[config.mk]
export PLATFORM = sky130hd
export DESIGN_NAME = skvt_cmp
export DESIGN_NICKNAME = d
export VERILOG_FILES = /design/src/skvt_pkg.sv /design/src/skvt_cmp.sv
export SDC_FILE = /design/constraint.sdc
export NUM_CORES = 1
export LEC_CHECK = 0
export BUFFER_PORTS_ARGS = -buffer_cell sky130_fd_sc_hd__buf_2
export CELL_PAD_IN_SITES_DETAIL_PLACEMENT = 0
export CELL_PAD_IN_SITES_GLOBAL_PLACEMENT = 2
export CORE_MARGIN = 5
export CORE_UTILIZATION = 20
export DETAILED_ROUTE_END_ITERATION = 16
export MAX_ROUTING_LAYER = met4
export PLACE_DENSITY_LB_ADDON = 0.12
export SLEW_MARGIN = 20
export SYNTH_ARGS = -nofsm -noshare
export SYNTH_HDL_FRONTEND = slang
export SYNTH_SLANG_ARGS = --single-unit
[constraint.sdc]
create_clock -name vclk -period 2.6
set_clock_uncertainty 0.1 [all_clocks]
set_input_delay 0.52 -clock vclk [all_inputs]
set_output_delay 0.52 -clock vclk [all_outputs]
set_load 0.1 [all_outputs]
[src/skvt_pkg.sv]
// Shared types and constants for the sorted key/value table.
// Used by skvt_cmp and sorted_key_value_table; depends on nothing.
`default_nettype none

package skvt_pkg;

    localparam int KEY_W        = 32;
    localparam int VAL_W        = 64;
    localparam int ENTRY_W      = KEY_W + VAL_W;
    localparam int COUNT_W      = 7;
    localparam int KIND_W       = 2;
    localparam int IN_DATA_W    = 96;
    localparam int OUT_DATA_W   = 104;
    localparam int CAPACITY_DEF = 64;

    typedef enum logic [KIND_W-1:0] {
        KIND_INSERT = 2'd0,
        KIND_DELETE = 2'd1,
        KIND_SEARCH = 2'd2,
        KIND_CLEAR  = 2'd3
    } t_kind;

    // Result of the shared key comparator.
    typedef struct packed {
        logic eq;
        logic less;
    } t_cmp;

endpackage

`default_nettype wire

[src/skvt_cmp.sv]
// Shared key comparator: equality and signed less-than of two keys.
// Depends on skvt_pkg for the key width and the result struct.
`default_nettype none

module skvt_cmp (
    input  wire logic [skvt_pkg::KEY_W-1:0] i_a,
    input  wire logic [skvt_pkg::KEY_W-1:0] i_b,
    output skvt_pkg::t_cmp                  o_cmp
);

    always_comb begin
        o_cmp.eq   = (i_a == i_b);
        o_cmp.less = ($signed(i_a) < $signed(i_b));
    end

endmodule

`default_nettype wire

==> results.yml <==
run_status:
  status: "finished with violations"
  violations: "setup timing"
logic_synthesis:
  yosysTopAreaCellShare_pct: 48.8
  post-synth-top-area-cell: "ha_1"
  synth-seq-area-share_pct: 0
  ys_top_cells_by_count: "ha_1, inv_1, a21oi_1"
  synth_nets: 209
  syn_area_um2: 821
  syn_avg_cell_area_um2: 7.26
  synth_area_leaders: "ha_1, inv_1, a21oi_1"
  synth_cell_type_count: 24
  netlist_instances: 113
  yosys_warnings: 0
grt:
  grt_max_degree: 5
  grt-ovfl-total: 0
  antenna_found_initial: 0
  grt_pass1_vias: 1035
  grt_first_pass_wirelength_um: 3940
  grt.total_usage_pct: 8.76
routing:
  wl_met1_um: 885
  dr.pass1.iters: 4
  met2_length_um: 1380
  drt_iter0_markers: 10
  wl_met3_um: 194
  drc: 0
  viasPerCell: 4.26
  vias: 1002
  top_layer: "met3"
  detail-route-antenna-nets: 0
  wl_um: 2460
  wl_per_cell_um: 10.5
floorplanning:
  rows: 23
  die_w_um: 74.1
  start_util_pct: 20.5
  core-area_um2: 4000
  io_pins: 66
  dieArea_um2: 5480
  fp.dieH_um: 74.1
power:
  ir_drop_mv: 0.0579
  seqPwrFrac_pct: 0
  finalPower_mw: 0.265
  combPwrFrac_pct: 100.0
  p_int_mw: 0.140
  pwr-share-clk_pct: 0
  pwr_density_cell_nw_per_um2: 157
  swShare_pct: 47.3
  total_leakage_power_nw: 0.803
  p_sw_mw: 0.125
worst_setup_path:
  path_max_fanout: 3
  endpoint_kind: "primary output"
  worst-endpoint-arrival_ns: 2.06
  start_kind: "input port"
  path_class: "input port to primary output"
  required_ns: 1.98
timing:
  final.setup.tns_ns: -0.0760
  fmax_mhz: 374
  slew_violations: 0
  holdWs_ns: 1.53
  hold_viol: 0
  rsz0062_at_grt: "yes"
  min_period_ns: 2.68
  tightest_slew_ns: 0.286
  final.setup.worst_slack_ns: -0.0760
  setup_viol: 1
  relSlewSlack_pct: 80.8
  min_period_over_period_pct: 103
final_layout:
  fin_nets: 283
  stdcell_count: 235
  finalInstanceArea_um2: 1690
  n_fill_cell: 420
  antennaDiodeCount: 0
  finish.utilization_pct: 42.2
  nClkBuffers: 0
  seq_cells: 0
  area_delta_synth_final_pct: 106
  drive_gt1_share_pct: 68.6
  seq_area_um2: 0
clock_network:
  cts_hold_buf: 0
  cts_setup_buffers: 0
placement:
  place_area_um2: 1630
  portBuffers: 66
  pre_cts_ws_ns: -0.0986
  dpl.hpwl_um: 2410
  gp_congestion: 0.658
  dp.cells: 235
flow_run:
  maxCapViolCount: 0
min_path:
  holdCritPathClass: "input port to primary output"
  min-delay-start: "i_a[31]"
  min_path_cells: 6
  worstHoldEndpoint: "o_cmp[0]"
## worst max path at each step
stage / startpoint / end / slack [ns] / cells after the start
floorplan: i_b[26] / o_cmp[0] / -0.11 / 7
global placement: i_b[14] / o_cmp[0] / -0.09 / 9
detailed placement: i_b[14] / o_cmp[0] / -0.1 / 9
CTS: i_b[23] / o_cmp[0] / -0.05 / 9
global route: i_a[6] / o_cmp[0] / -0.17 / 8
finish: i_b[14] / o_cmp[0] / -0.08 / 9
## power groups by stage
stage / logic [mW] / clock network [mW] / registers, mW
after global routing: 0.298 / 0 / 0
after global placement: 0.252 / 0 / 0
after floorplan: 0.150 / 0 / 0
after detailed placement: 0.258 / 0 / 0
after CTS: 0.266 / 0 / 0
final: 0.265 / 0 / 0
## layer usage
metal,GRT usage (%),vias up
li1,-,542
met4,0,0
met5,-,-
met3,0.541,0
met1,9.43,430
met2,18.2,30
## kinds of logic (layout without fill, tap and decap cells)
| family | count (synthesis) | in the layout | synth area share [%] |
|---|---|---|---|
| AND/OR/NAND/NOR | 24 | 24 | 16.0 |
| AO/OA/AOI/OAI | 25 | 25 | 20.6 |
| buffers and inverters | 32 | 104 | 14.6 |
| adder cells (fa/ha/maj) | 32 | 32 | 48.8 |
## layout by cell type (no fill, tap or decap), types with 4 or more instances in the layout
cell / count
ha_1: 10
ha_4: 22
a21oi_1: 7
buf_6: 5
inv_4: 4
a21oi_2: 5
nand4_1: 6
inv_2: 12
nand2_1: 7
inv_1: 15
buf_4: 7
buf_2: 58
## layout make-up
cell class	instances	area [um2]	area share [%]
inverters	32	143	8.44
multi-input cells	81	1040	61.9
well taps	50	62.6	3.70
repair buffers	72	439	26.0
## repair_timing
item                                    4_1_cts  5_1_grt
endpoints found under the setup margin        2        2
pin swaps                                     6        7
resized for setup                             6        7
## worst max-delay path, cell delays in order
cell     delay, ns
buf_6         0.09
inv_2         0.05
ha_4          0.20
a21oi_2       0.13
nand2_1       0.06
a221o_1       0.34
o31a_1        0.31
o22ai_4       0.15
buf_12        0.19
Power figures use the tool's default switching activity.
