$ cat src/skvt_ram.sv
// Generic single-write, single-read RAM with a registered read port.
// Stand-alone; takes no package.
`default_nettype none

module skvt_ram #(
    parameter int WIDTH = 8,
    parameter int DEPTH = 64
) (
    input  wire logic                     i_clk,
    input  wire logic                     i_we,
    input  wire logic [$clog2(DEPTH)-1:0] i_waddr,
    input  wire logic [WIDTH-1:0]         i_wdata,
    input  wire logic [$clog2(DEPTH)-1:0] i_raddr,
    output logic      [WIDTH-1:0]         o_rdata
);

    logic [WIDTH-1:0] r_mem [DEPTH];
    logic [WIDTH-1:0] r_rdata;

    always_ff @(posedge i_clk) begin
        if (i_we) begin
            r_mem[i_waddr] <= i_wdata;
        end
        r_rdata <= r_mem[i_raddr];
    end

    assign o_rdata = r_rdata;

endmodule

`default_nettype wire

$ cat config.mk
export PLATFORM = sky130hd
export DESIGN_NAME = skvt_ram
export DESIGN_NICKNAME = d
export VERILOG_FILES = /design/src/skvt_ram.sv
export SDC_FILE = /design/constraint.sdc
export NUM_CORES = 1
export LEC_CHECK = 0
export CORE_MARGIN = 8
export CORE_UTILIZATION = 40
export DETAILED_ROUTE_END_ITERATION = 7
export DONT_BUFFER_PORTS = 1
export GPL_TIMING_DRIVEN = 0
export PLACE_DENSITY = 0.52
export SLEW_MARGIN = 20
export SYNTH_ARGS = -nofsm -noshare
export SYNTH_HDL_FRONTEND = slang
export SYNTH_SLANG_ARGS = --single-unit
$ cat constraint.sdc
create_clock -name i_clk -period 2.3 [get_ports i_clk]
set_input_delay 0.115 -clock i_clk [delete_from_list [all_inputs] [get_ports i_clk]]
set_output_delay 0.115 -clock i_clk [all_outputs]
set_load 0.01 [all_outputs]
==> metrics.md, run 1 <==
| Metric | Value |
|---|---|
| Leakage power figure | `0.00709 uW` |
| Fraction of post-synthesis cell area in the top cell type by area | `76.2%` |
| Launching point of the worst reg2reg path | `r_mem[21][6]` |
| Maximum buffer depth of the clock tree | `3` |
| Unrepaired setup endpoints after global routing | `no` |
| Vertical die dimension | `241 um` |
| Overall routed net length | `between 50000 and 60000 um` |
| Remaining design rule violation count | `0` |
| Post-detailed-route via-to-cell ratio | `5.59` |
| Number of maximum-capacitance constraint violations | `0` |
| Number of global-route vias before repair | `9924` |
| CP max-delay cell | `o22ai_1` |
| Top cell type by total area after synthesis | `edfxtp_1` |
| Count of cell types in the netlist | `40` |
| Post-DP HPWL | `about 32000 um` |
| Final Wtd Congestion | `0.869` |
| TritonCTS clock tree | `yes` |
| Later-pin clock latency in the skew report | `0.59 ns` |
| Capturing element type of the critical path | `flop` |
| Starting DRC count in detailed routing | `1078` |
| Total congestion overflow after global routing | `0` |
| Tcrit/Tclk final | `99.0%` |
| CTS Sinks | `520` |
| Sequential share of the synthesized area | `77.0%` |
| Worst-path clk slew | `roughly 0.06 ns` |
| Total Routing Usage GR | `18.1%` |
| Share of flip-flops with an asynchronous set or reset | `0%` |
| Post-synth top cells | `512 x edfxtp_1, 126 x mux4_2, 83 x nor2_1, 23 x mux2i_1, 19 x nand2_1` |
| Ratio of cells with drive above 1 in the final layout | `roughly 24%` |
| Critical-path maximum fanout | `10` |
| Maximum vdd ir drop | `about 0.50 mV` |
| Clock root buffer | `clkbuf_16` |
| Run status | `complete, no violations` |
| Worst min-delay path startpoint | `i_we` |
| Fin. Hold Viols | `0` |
| Number of synthesis warnings | `0` |
| Post-Syn Nets | `approximately 960` |
| Overall die area | `0.0579 sq mm` |
| Site row count | `82` |
| Largest clock skew in the final design | `roughly 0.018 ns` |
| Layout overhead on the synthesized area | `14.1%` |
| Reg2reg setup slack | `0.15 ns` |
| Number of levels in the clock H-tree | `2` |
| Largest stage delay on the critical path | `0.57 ns` |
| Transition at the pin with the smallest max-transition slack | `1.03 ns` |
| Critical Path RT | `2.73 ns` |
| Period minus WS final | `about 2.3 ns` |
| Fin. max-slew vios | `0` |
| TritonCTS Buffers | `53` |
| Max transition margin | `30.9%` |
| Floorplan core area | `0.0500 sq mm` |
| Mapped Area | `0.0202 sq mm` |
| Total of buffers placed on input and output ports | `0` |
| Top achievable clock speed | `439 MHz` |
| Starting density of the core | `between 40 and 50%` |
| Final setup violation count | `0` |
| Die boundary width | `241 um` |
| Number of synthesized flops with an enable pin | `512` |
| Mean instance size in the synthesized netlist | `~21 sq um` |
| Largest net degree at the start of global routing | `65` |
| Number of search-and-repair iterations in the first detailed-routing pass | `5` |
| Ys flop type | `edfxtp_1` |
| Cell types with the largest area share after synthesis | `edfxtp_1 76%, mux4_2 14%, nor2_1 1.5%, mux2i_1 1.1%, dfxtp_1 0.79%` |
| I/O Pins | `30` |
| Worst Hold Slack | `roughly 0.099 ns` |
| Data arrival time of the worst path | `between 2 and 3 ns` |
| Final nets | `1036` |
| Synthesized flop and latch total | `520` |
| Initial antenna violation count | `2` |
| Final design utilization | `46.0%` |
| Sequence of cells on the critical path | `buf_4 > buf_2 > buf_4 > buf_2 > nand3_1 > o22ai_1 > o41ai_2` |
| Vias | `9658` |
| Number of nets with antenna violations after detailed routing | `0` |
| Kind of cell adding the most delay to the critical path | `buffers and inverters` |
| Start point of the critical path | `i_raddr[1]` |
| First-pass GRT wire length | `~74000 um` |
| Detail-routed net length per standard cell | `29.8 um` |
| Min-Delay Path Class | `in -> reg` |
| Kind of critical path | `in -> reg` |
| Number of buffer and inverter stages on the critical path | `4` |
| Pwr Density | `858 mW/mm^2` |
| Number of standard cells after synthesis | `940` |
| Most repeated cell in the gate-level netlist after synthesis | `edfxtp_1` |
| Sort of element at the start of the critical path | `input pin` |
## cell type report
type,instances,area [sq um]
Clock buffer,71,1460
Sequential cell,520,15500
Multi-Input combinational cell,369,4340
Timing Repair Buffer,21,350
Antenna cell,1,2.50
Clock inverter,25,169
Fill cell,4244,27000
Tap cell,672,841
Buffer,49,312
## timing repair
item | CTS | global route
pin swaps | 0 | 0
gates resized for setup | 4 | 0
setup endpoints to repair | 4 | 3
hold buffers | 21 | 0
buffers inserted | 0 | 0
endpoints found under the hold margin | 533 | 0
## flip-flops by register name, indices dropped and copies added (netlist names)
register,cells
r_mem,512
o_rdata,8
## final timing paths
kind	cells after the start	to
min reg2reg	4	o_rdata[0]
min	2	r_mem[55][0]
max	7	o_rdata[3]
max reg2reg	5	o_rdata[6]
## worst reg2reg max path, cell delays in order (launching register included)
cell and delay [ns]:
edfxtp_1 0.35, mux4_2 0.49, mux2_2 0.31, o221a_2 0.29, nor3_1 0.34, o32ai_1 0.22
## routing by layer
metal,GRT usage (%),part of all wire (%)
met1,26.7,46
met2,27.4,46
met3,2.83,5.4
met4,5.96,2.6
met5,0,0
## per-stage QoR
step           setup TNS (ns)  cells  total power, uW  area (sq um)  setup WS (ns)
6_report                    0   1728            19700         23000         0.0238
5_1_grt                     0   1728            20300         23000         0.0180
4_1_cts                     0   1729            19900         23000        0.00246
3_5_place_dp           -35.21   1612            11600         21000         -0.806
3_3_place_gp           -21.16   1612            11600         21000         -0.879
2_1_floorplan               0    940            11300         20200          0.517
## cell families after synthesis
group,Yosys count,share of synthesized area [%]
DFF,520,77.0
buffers and inverters,51,1.57
and+or+nand+nor,153,3.39
muxes,162,15.9
AOI/OAI and AO/OA,54,2.07
## where the power goes
| part | switching, uW | internal, uW | total [uW] |
|---|---|---|---|
| Combinational | 679 | 404 | 1080 |
| Sequential | 30.3 | 10500 | 10500 |
| Clock | 3500 | 4640 | 8150 |
| Total | 4210 | 15500 | 19700 |
## layout by cell type, fill, tap and decap left out, types with 4 or more instances in the layout
cell           synthesis  layout
o22ai_1                8       8
clkinv_2               0      11
buf_6                  4       4
nand2b_1               7       7
a221oi_1               6       6
clkinv_1               0      10
nor2_1                83      83
edfxtp_1             512     512
a211oi_1               4       4
dlygate4sd3_1          0      13
mux2i_1               23      23
buf_16                 0       8
dfxtp_1                8       8
buf_2                 11      10
o221ai_1               8       8
nor2b_1               14      14
clkbuf_16              0      55
mux2_2                13      13
nor3_1                 7       5
nand3_1               13      13
clkbuf_1              17      30
mux4_2               126     126
buf_4                 13      14
nand2_1               19      19
Power figures use the tool's default switching activity.
==> inputs of run 2 (changes only) <==
BUFFER_PORTS_ARGS = -buffer_cell sky130_fd_sc_hd__buf_2   (was default)
CTS_BUF_LIST = sky130_fd_sc_hd__clkbuf_4   (was default)
DONT_BUFFER_PORTS = default   (was 1)
PLACE_DENSITY = 0.53   (was 0.52)
==> run 2 against run 1 <==
  * Power fell by 1.7%
  * Clock skew is 0.022 ns higher
  * Clock power fell by 4.0%
  * Combinational power hardly changed
  * Non-clock buffer count is 16 higher
  * Largest power group unchanged
  * Design area fell by 0.30%
  * Die area is the same
  * The run now ends with setup timing left
  * Wire length fell by 0.69%
==> metrics.md, run 2 (synthesis results as in run 1) <==
| Metric | Value |
|---|---|
| Transition at the pin with the smallest max-transition slack | `0.981 ns (-0.0512 ns)` |
| Fin. max-slew vios | `0 (unchanged)` |
| Data arrival time of the worst path | `2.79 ns (+0.09 ns)` |
| Number of standard cells in the layout, taps in and fillers out | `1861 (+7.7%)` |
| Vias | `10200 (+5.9%)` |
| Clock root buffer | `clkbuf_4` |
| Largest clock skew in the final design | `0.0398 ns (+0.0220 ns)` |
| Unrepaired setup endpoints after global routing | `yes` |
| Combined flip-flop and latch cell area | `0.0155 sq mm (unchanged)` |
| Vertical die dimension | `241 um (unchanged)` |
| TritonCTS Buffers | `134 (+150%)` |
| Max transition margin | `34.3% (+3.4 points)` |
| Remaining design rule violation count | `0 (unchanged)` |
| Starting DRC count in detailed routing | `998 (-7.4%)` |
| Run status | `finished with violations` |
| First-pass GRT wire length | `73300 um (-0.76%)` |
| I/O Pins | `30 (unchanged)` |
| Die boundary width | `241 um (unchanged)` |
| Maximum buffer depth of the clock tree | `3 (unchanged)` |
| Critical-path maximum fanout | `10 (unchanged)` |
| Number of nets with antenna violations after detailed routing | `0 (unchanged)` |
| Floorplan core area | `0.0500 sq mm (unchanged)` |
| Total Routing Usage GR | `17.9% (-0.20 points)` |
| Area taken by multi-input logic gates | `0.00434 sq mm (about the same)` |
| Final Wtd Congestion | `0.820 (-5.6%)` |
| Post-DP HPWL | `32100 um (-1.2%)` |
| Fin. Hold Viols | `0 (unchanged)` |
| Number of setup buffers added after CTS | `0 (unchanged)` |
| Top achievable clock speed | `423 MHz (-3.8%)` |
| Pwr Density | `846 mW/mm^2 (-1.4%)` |
| Capturing element type of the critical path | `flop` |
| Site row count | `82 (unchanged)` |
| Final nets | `1133 (+9.4%)` |
| Critical Path RT | `2.72 ns (about the same)` |
| Start point of the critical path | `i_waddr[2]` |
| Largest register FFs | `512 (unchanged)` |
| Launching point of the worst reg2reg path | `r_mem[29][4]` |
| Final setup violation count | `19 (+19)` |
| Final design utilization | `45.9% (-0.14 points)` |
| Overall routed net length | `51200 um (-0.69%)` |
| Maximum vdd ir drop | `0.309 mV (-38%)` |
| Number of levels in the clock H-tree | `4 (+2)` |
| Number of cells after detailed placement | `1633 (+1.3%)` |
| Ratio of cells with drive above 1 in the final layout | `33.7% (+9.5 points)` |
| Layout overhead on the synthesized area | `13.7%` |
| Number of maximum-capacitance constraint violations | `0 (unchanged)` |
| Leakage power figure | `0.00726 uW (+2.4%)` |
| Worst min-delay path startpoint | `i_raddr[4]` |
| Largest net degree at the start of global routing | `65 (unchanged)` |
| Least setup slack across all paths after layout | `-0.0650 ns (-0.0888 ns)` |
| Number of global-route vias before repair | `10600 (+6.9%)` |
| Starting density of the core | `40.4% (unchanged)` |
| Violated checks | `setup timing` |
| Most frequent cells in the layout | `512 x edfxtp_1, 188 x clkbuf_4, 126 x mux4_2` |
| TritonCTS clock tree | `yes` |
| Most common cell after layout, fill and taps aside | `edfxtp_1` |
| Period minus WS final | `2.36 ns (+0.0888 ns)` |
| Post-detailed-route via-to-cell ratio | `5.49 (-1.7%)` |
| Fillers | `4295 (+1.2%)` |
| Later-pin clock latency in the skew report | `0.81 ns (+0.22 ns)` |
| Min-Delay Path Class | `in -> reg` |
| Total congestion overflow after global routing | `0 (unchanged)` |
| Sort of element at the start of the critical path | `input pin` |
| CTS Sinks | `520 (unchanged)` |
| Initial antenna violation count | `3 (+1)` |
| Tcrit/Tclk final | `103% (+3.9 points)` |
| Overall die area | `0.0579 sq mm (unchanged)` |
| Kind of critical path | `in -> reg` |
| Pwr Total | `19400 uW (-1.7%)` |
| Detail-routed net length per standard cell | `27.5 um (-7.8%)` |
| Number of search-and-repair iterations in the first detailed-routing pass | `5 (unchanged)` |
| Register bank with the most flops | `r_mem` |
| Total of buffers placed on input and output ports | `21 (+21)` |
| Worst-path clk slew | `0.07 ns (about the same)` |
## run 2: changes by cell type in the layout (fill, tap and decap cells not counted), sizes merged
cell	change
bufinv	+3
inv	+5
clkinv	-7
buf	+14
clkbuf	+118
dlygate4sd3	+1
clkinvlp	-1
## run 2: final timing paths
path	end	slack, ns	cells past startpoint
setup / recovery	r_mem[29][0]	-0.06	5
hold / removal	o_rdata[3]	0.12	4
setup reg to reg	o_rdata[4]	0.10	5
hold reg to reg	o_rdata[1]	0.93	4
## run 2: timing repair
item,in CTS,in global routing
hold endpoints to repair,257,320
endpoints found under the setup margin,0,67
resized for setup,0,5
hold buffers,9,5
## run 2: worst max-delay path, stage by stage
cell,delay [ns]
dlygate4sd3_1,0.54
clkbuf_1,0.34
nor2b_1,0.24
nand3_1,0.60
nor2_1,0.95
## run 2: layout make-up
type	instances	area share (%)
clock inverters	25	0.993
plain buffers	51	1.38
clock buffers	188	6.15
repair buffers	35	1.16
diodes	1	0.0109
well taps	672	3.67
multi-input cells	369	18.9
flip-flops and latches	520	67.7
## run 2: report_power, final
| part | total, uW | switching [uW] | leakage (uW) | internal [uW] |
|---|---|---|---|---|
| logic | 1080 | 696 | 0.00160 | 388 |
| clock network | 7820 | 3540 | 0.000988 | 4280 |
| registers | 10500 | 17.0 | 0.00467 | 10500 |
| total | 19400 | 4250 | 0.00726 | 15200 |
## run 2: metrics by stage
step	setup TNS, ns	setup WS, ns	cell area, sq um	hold WS [ns]
final	-0.533	-0.0650	22900	0.124
after global routing	-2.20	-0.0918	22900	0.0458
after CTS	0	0.0828	22900	0.0409
after detailed placement	-30.74	-0.725	21100	0.516
after global placement	-18.61	-0.750	21100	0.515
after floorplan	0	0.517	20200	0.214
## run 2: layer usage
metal	wire [um]	share of wire [%]	track usage, %	up-vias
li1	-	-	-	4338
met1	22600	44	25.2	5364
met2	23600	46	26.9	435
met3	3670	7.2	4.27	84
met4	1230	2.4	6.88	2
met5	9	0.018	0	-
==> inputs of run 3 (changes only) <==
CORE_MARGIN = default   (was 8)
==> run 3 against run 2 <==
  * The flow still finishes with violations (setup timing)
  * Clock skew fell by 0.0038 ns
  * Clock-buffer cell count increased by 5
  * Fmax grew 1.8%
  * Critical path type unchanged
  * Critical endpoint is now o_rdata[4]
  * Largest cell class unchanged
==> metrics.md, run 3 (synthesis results as in run 1) <==
| Metric | Value |
|---|---|
| Run status | `finished with violations` |
| Violated checks | `setup timing` |
| Sort of element at the start of the critical path | `input pin` |
| Placed cell area | `0.0211 sq mm (about the same)` |
| Number of cells on the critical path | `8 (+3)` |
| Floorplan core area | `0.0494 sq mm (-1.2%)` |
| Largest register FFs | `512 (unchanged)` |
| Vertical die dimension | `227 um (-5.8%)` |
| Kind of critical path | `in -> reg` |
| Leakage power figure | `0.00731 uW (+0.69%)` |
| CTS Sinks | `520 (unchanged)` |
| Register share of total power | `53.1% (-1.0 points)` |
| Critical Path RT | `2.94 ns (+0.22 ns)` |
| Vias | `10300 (+1.2%)` |
| Overall routed net length | `51700 um (+1.1%)` |
| Top achievable clock speed | `431 MHz (+1.8%)` |
| Register bank with the most flops | `r_mem` |
| Total congestion overflow after global routing | `0 (unchanged)` |
| Clock power share | `41.3% (+1.0 points)` |
| Critical-path maximum fanout | `10 (unchanged)` |
| Maximum buffer depth of the clock tree | `3 (unchanged)` |
| Pwr Density | `859 mW/mm^2 (+1.4%)` |
| Largest stage delay on the critical path | `0.78 ns (-0.17 ns)` |
| Starting density of the core | `40.9% (+0.50 points)` |
| Capturing element type of the critical path | `flop` |
| Overall die area | `0.0513 sq mm (-11%)` |
| P_int | `15400 uW (+1.6%)` |
| Sequence of cells on the critical path | `buf_4 > buf_2 > buf_1 > nand2_1 > o221ai_1 > nor2_1 > nor3_1 > o32ai_1` |
| Number of nets with antenna violations after detailed routing | `0 (unchanged)` |
| Least setup slack across all paths after layout | `-0.0220 ns (+0.0429 ns)` |
| Number of global-route vias before repair | `10700 (+1.2%)` |
| Transition at the pin with the smallest max-transition slack | `1.01 ns (+0.0290 ns)` |
| Combinational power share | `5.6% (about the same)` |
| Worst Hold Slack | `0.103 ns (-0.0210 ns)` |
| Kind of cell adding the most delay to the critical path | `buffers and inverters` |
| Final Cell Area | `0.0230 sq mm (+0.46%)` |
| Post-detailed-route via-to-cell ratio | `5.53 (+0.62%)` |
| Later-pin clock latency in the skew report | `0.84 ns (+0.03 ns)` |
| Fin. max-slew vios | `0 (unchanged)` |
| Largest net degree at the start of global routing | `65 (unchanged)` |
| Fillers | `4237 (-1.4%)` |
| Final nets | `1134 (+0.088%)` |
| Most common cell after layout, fill and taps aside | `edfxtp_1` |
| Number of buffer and inverter stages on the critical path | `3 (+1)` |
| Ratio of cells with drive above 1 in the final layout | `33.6% (-0.088 points)` |
| Largest clock skew in the final design | `0.0360 ns (-0.00376 ns)` |
| Area taken by multi-input logic gates | `0.00433 sq mm (-0.17%)` |
| Combined flip-flop and latch cell area | `0.0155 sq mm (unchanged)` |
| Starting DRC count in detailed routing | `949 (-4.9%)` |
| Switching part of the total power | `22.2% (+0.24 points)` |
| Worst-path clk slew | `0.06 ns (about the same)` |
| Number of search-and-repair iterations in the first detailed-routing pass | `7 (+2)` |
| Fin. Hold Viols | `0 (unchanged)` |
| Die boundary width | `227 um (-5.8%)` |
| Max transition margin | `32.4% (-1.9 points)` |
| Instance count along the most critical hold path | `4 (unchanged)` |
| Total net switching power | `4380 uW (+3.0%)` |
| Number of setup buffers added after CTS | `0 (unchanged)` |
| Most frequent cells in the layout | `512 x edfxtp_1, 193 x clkbuf_4, 126 x mux4_2` |
| TritonCTS clock tree | `yes` |
| Remaining design rule violation count | `0 (unchanged)` |
| First-pass GRT wire length | `73900 um (+0.80%)` |
| Pwr Total | `19800 uW (+1.9%)` |
| Clock root buffer | `clkbuf_4` |
| Initial antenna violation count | `4 (+1)` |
| CP max-delay cell | `buf_1` |
| Data arrival time of the worst path | `2.96 ns (+0.17 ns)` |
| Number of maximum-capacitance constraint violations | `0 (unchanged)` |
| I/O Pins | `30 (unchanged)` |
| Tcrit/Tclk final | `101% (-1.9 points)` |
| Reg2reg setup slack | `0.07 ns (-0.03 ns)` |
| Total negative setup slack | `-0.0406 ns (+0.493 ns)` |
| Site row count | `81 (-1.2%)` |
| TritonCTS Buffers | `135 (+0.75%)` |
| Final setup violation count | `4 (-15)` |
| Unrepaired setup endpoints after global routing | `yes` |
| Total Routing Usage GR | `20.9% (+3.0 points)` |
| Period minus WS final | `2.32 ns (-0.0429 ns)` |
| Detail-routed net length per standard cell | `27.6 um (+0.56%)` |
| Number of levels in the clock H-tree | `4 (unchanged)` |
| Post-DP HPWL | `31900 um (-0.61%)` |
| Maximum vdd ir drop | `0.400 mV (+30%)` |
| Layout overhead on the synthesized area | `14.3%` |
| Register-to-Register Path Depth | `5 (unchanged)` |
| Min-Delay Path Class | `in -> reg` |
| Total of buffers placed on input and output ports | `21 (unchanged)` |
| Final Wtd Congestion | `0.861 (+5.1%)` |
run 3: cell count changes in the layout (fill, tap and decap cells not counted):
cell / delta
clkbuf_4: +5
clkinv_2: -1
nor2_2: -3
bufinv_16: +1
clkinvlp_4: +3
nor2_1: +3
clkinv_1: +10
run 3: area by class of cell:
cell class                      count  share of cell area [%]
Antenna cell                        1                  0.0109
Buffer                             51                    1.37
Clock buffer                      193                    6.29
Clock inverter                     38                    1.36
Multi-Input combinational cell    369                    18.8
Sequential cell                   520                    67.4
Tap cell                          664                    3.61
Timing Repair Buffer               35                    1.15
run 3: path summary, 6_finish.rpt:
kind	startpoint	end
max	i_raddr[1]	o_rdata[4]
min	i_raddr[4]	o_rdata[3]
max reg2reg	r_mem[21][4]	o_rdata[4]
min reg2reg	r_mem[2][7]	o_rdata[7]
run 3: layer usage:
| metal | GRT usage, % | share of wire, % |
|---|---|---|
| met5 | 0 | 0.044 |
| met4 | 8.72 | 2.3 |
| met3 | 4.72 | 6.7 |
| met2 | 31.6 | 47 |
| met1 | 29.4 | 44 |
run 3: power by group through the flow:
stage                     Combinational (uW)  Clock [uW]  Sequential (uW)
after floorplan                          559           0            10700
final                                   1100        8180            10500
after global placement                  1060           0            10700
after detailed placement                1080           0            10700
after CTS                               1100        8380            10500
after global routing                    1150        8860            10500
run 3: what timing repair did:
item | 4_1_cts | 5_1_grt
endpoints found under the setup margin | 0 | 28
hold endpoints to repair | 322 | 256
hold buffers | 10 | 4
gates resized for setup | 0 | 2
run 3: stage by stage:
step	worst slack, ns	utilization, %	std cells
after floorplan	0.517	-	940
after global placement	-0.780	42.8	1625
after detailed placement	-0.813	42.8	1625
after CTS	0.0604	46.6	1866
after global routing	-0.0687	46.7	1871
final	-0.0220	46.7	1871
run 3: worst register-to-register path, delay by kind of cell, from the launching register on:
kind / cells / cell delay (ns)
flip-flops: 1 / 0.36
AO/OA/AOI/OAI: 2 / 0.54
multiplexers: 2 / 0.81
AND/OR/NAND/NOR: 1 / 0.34
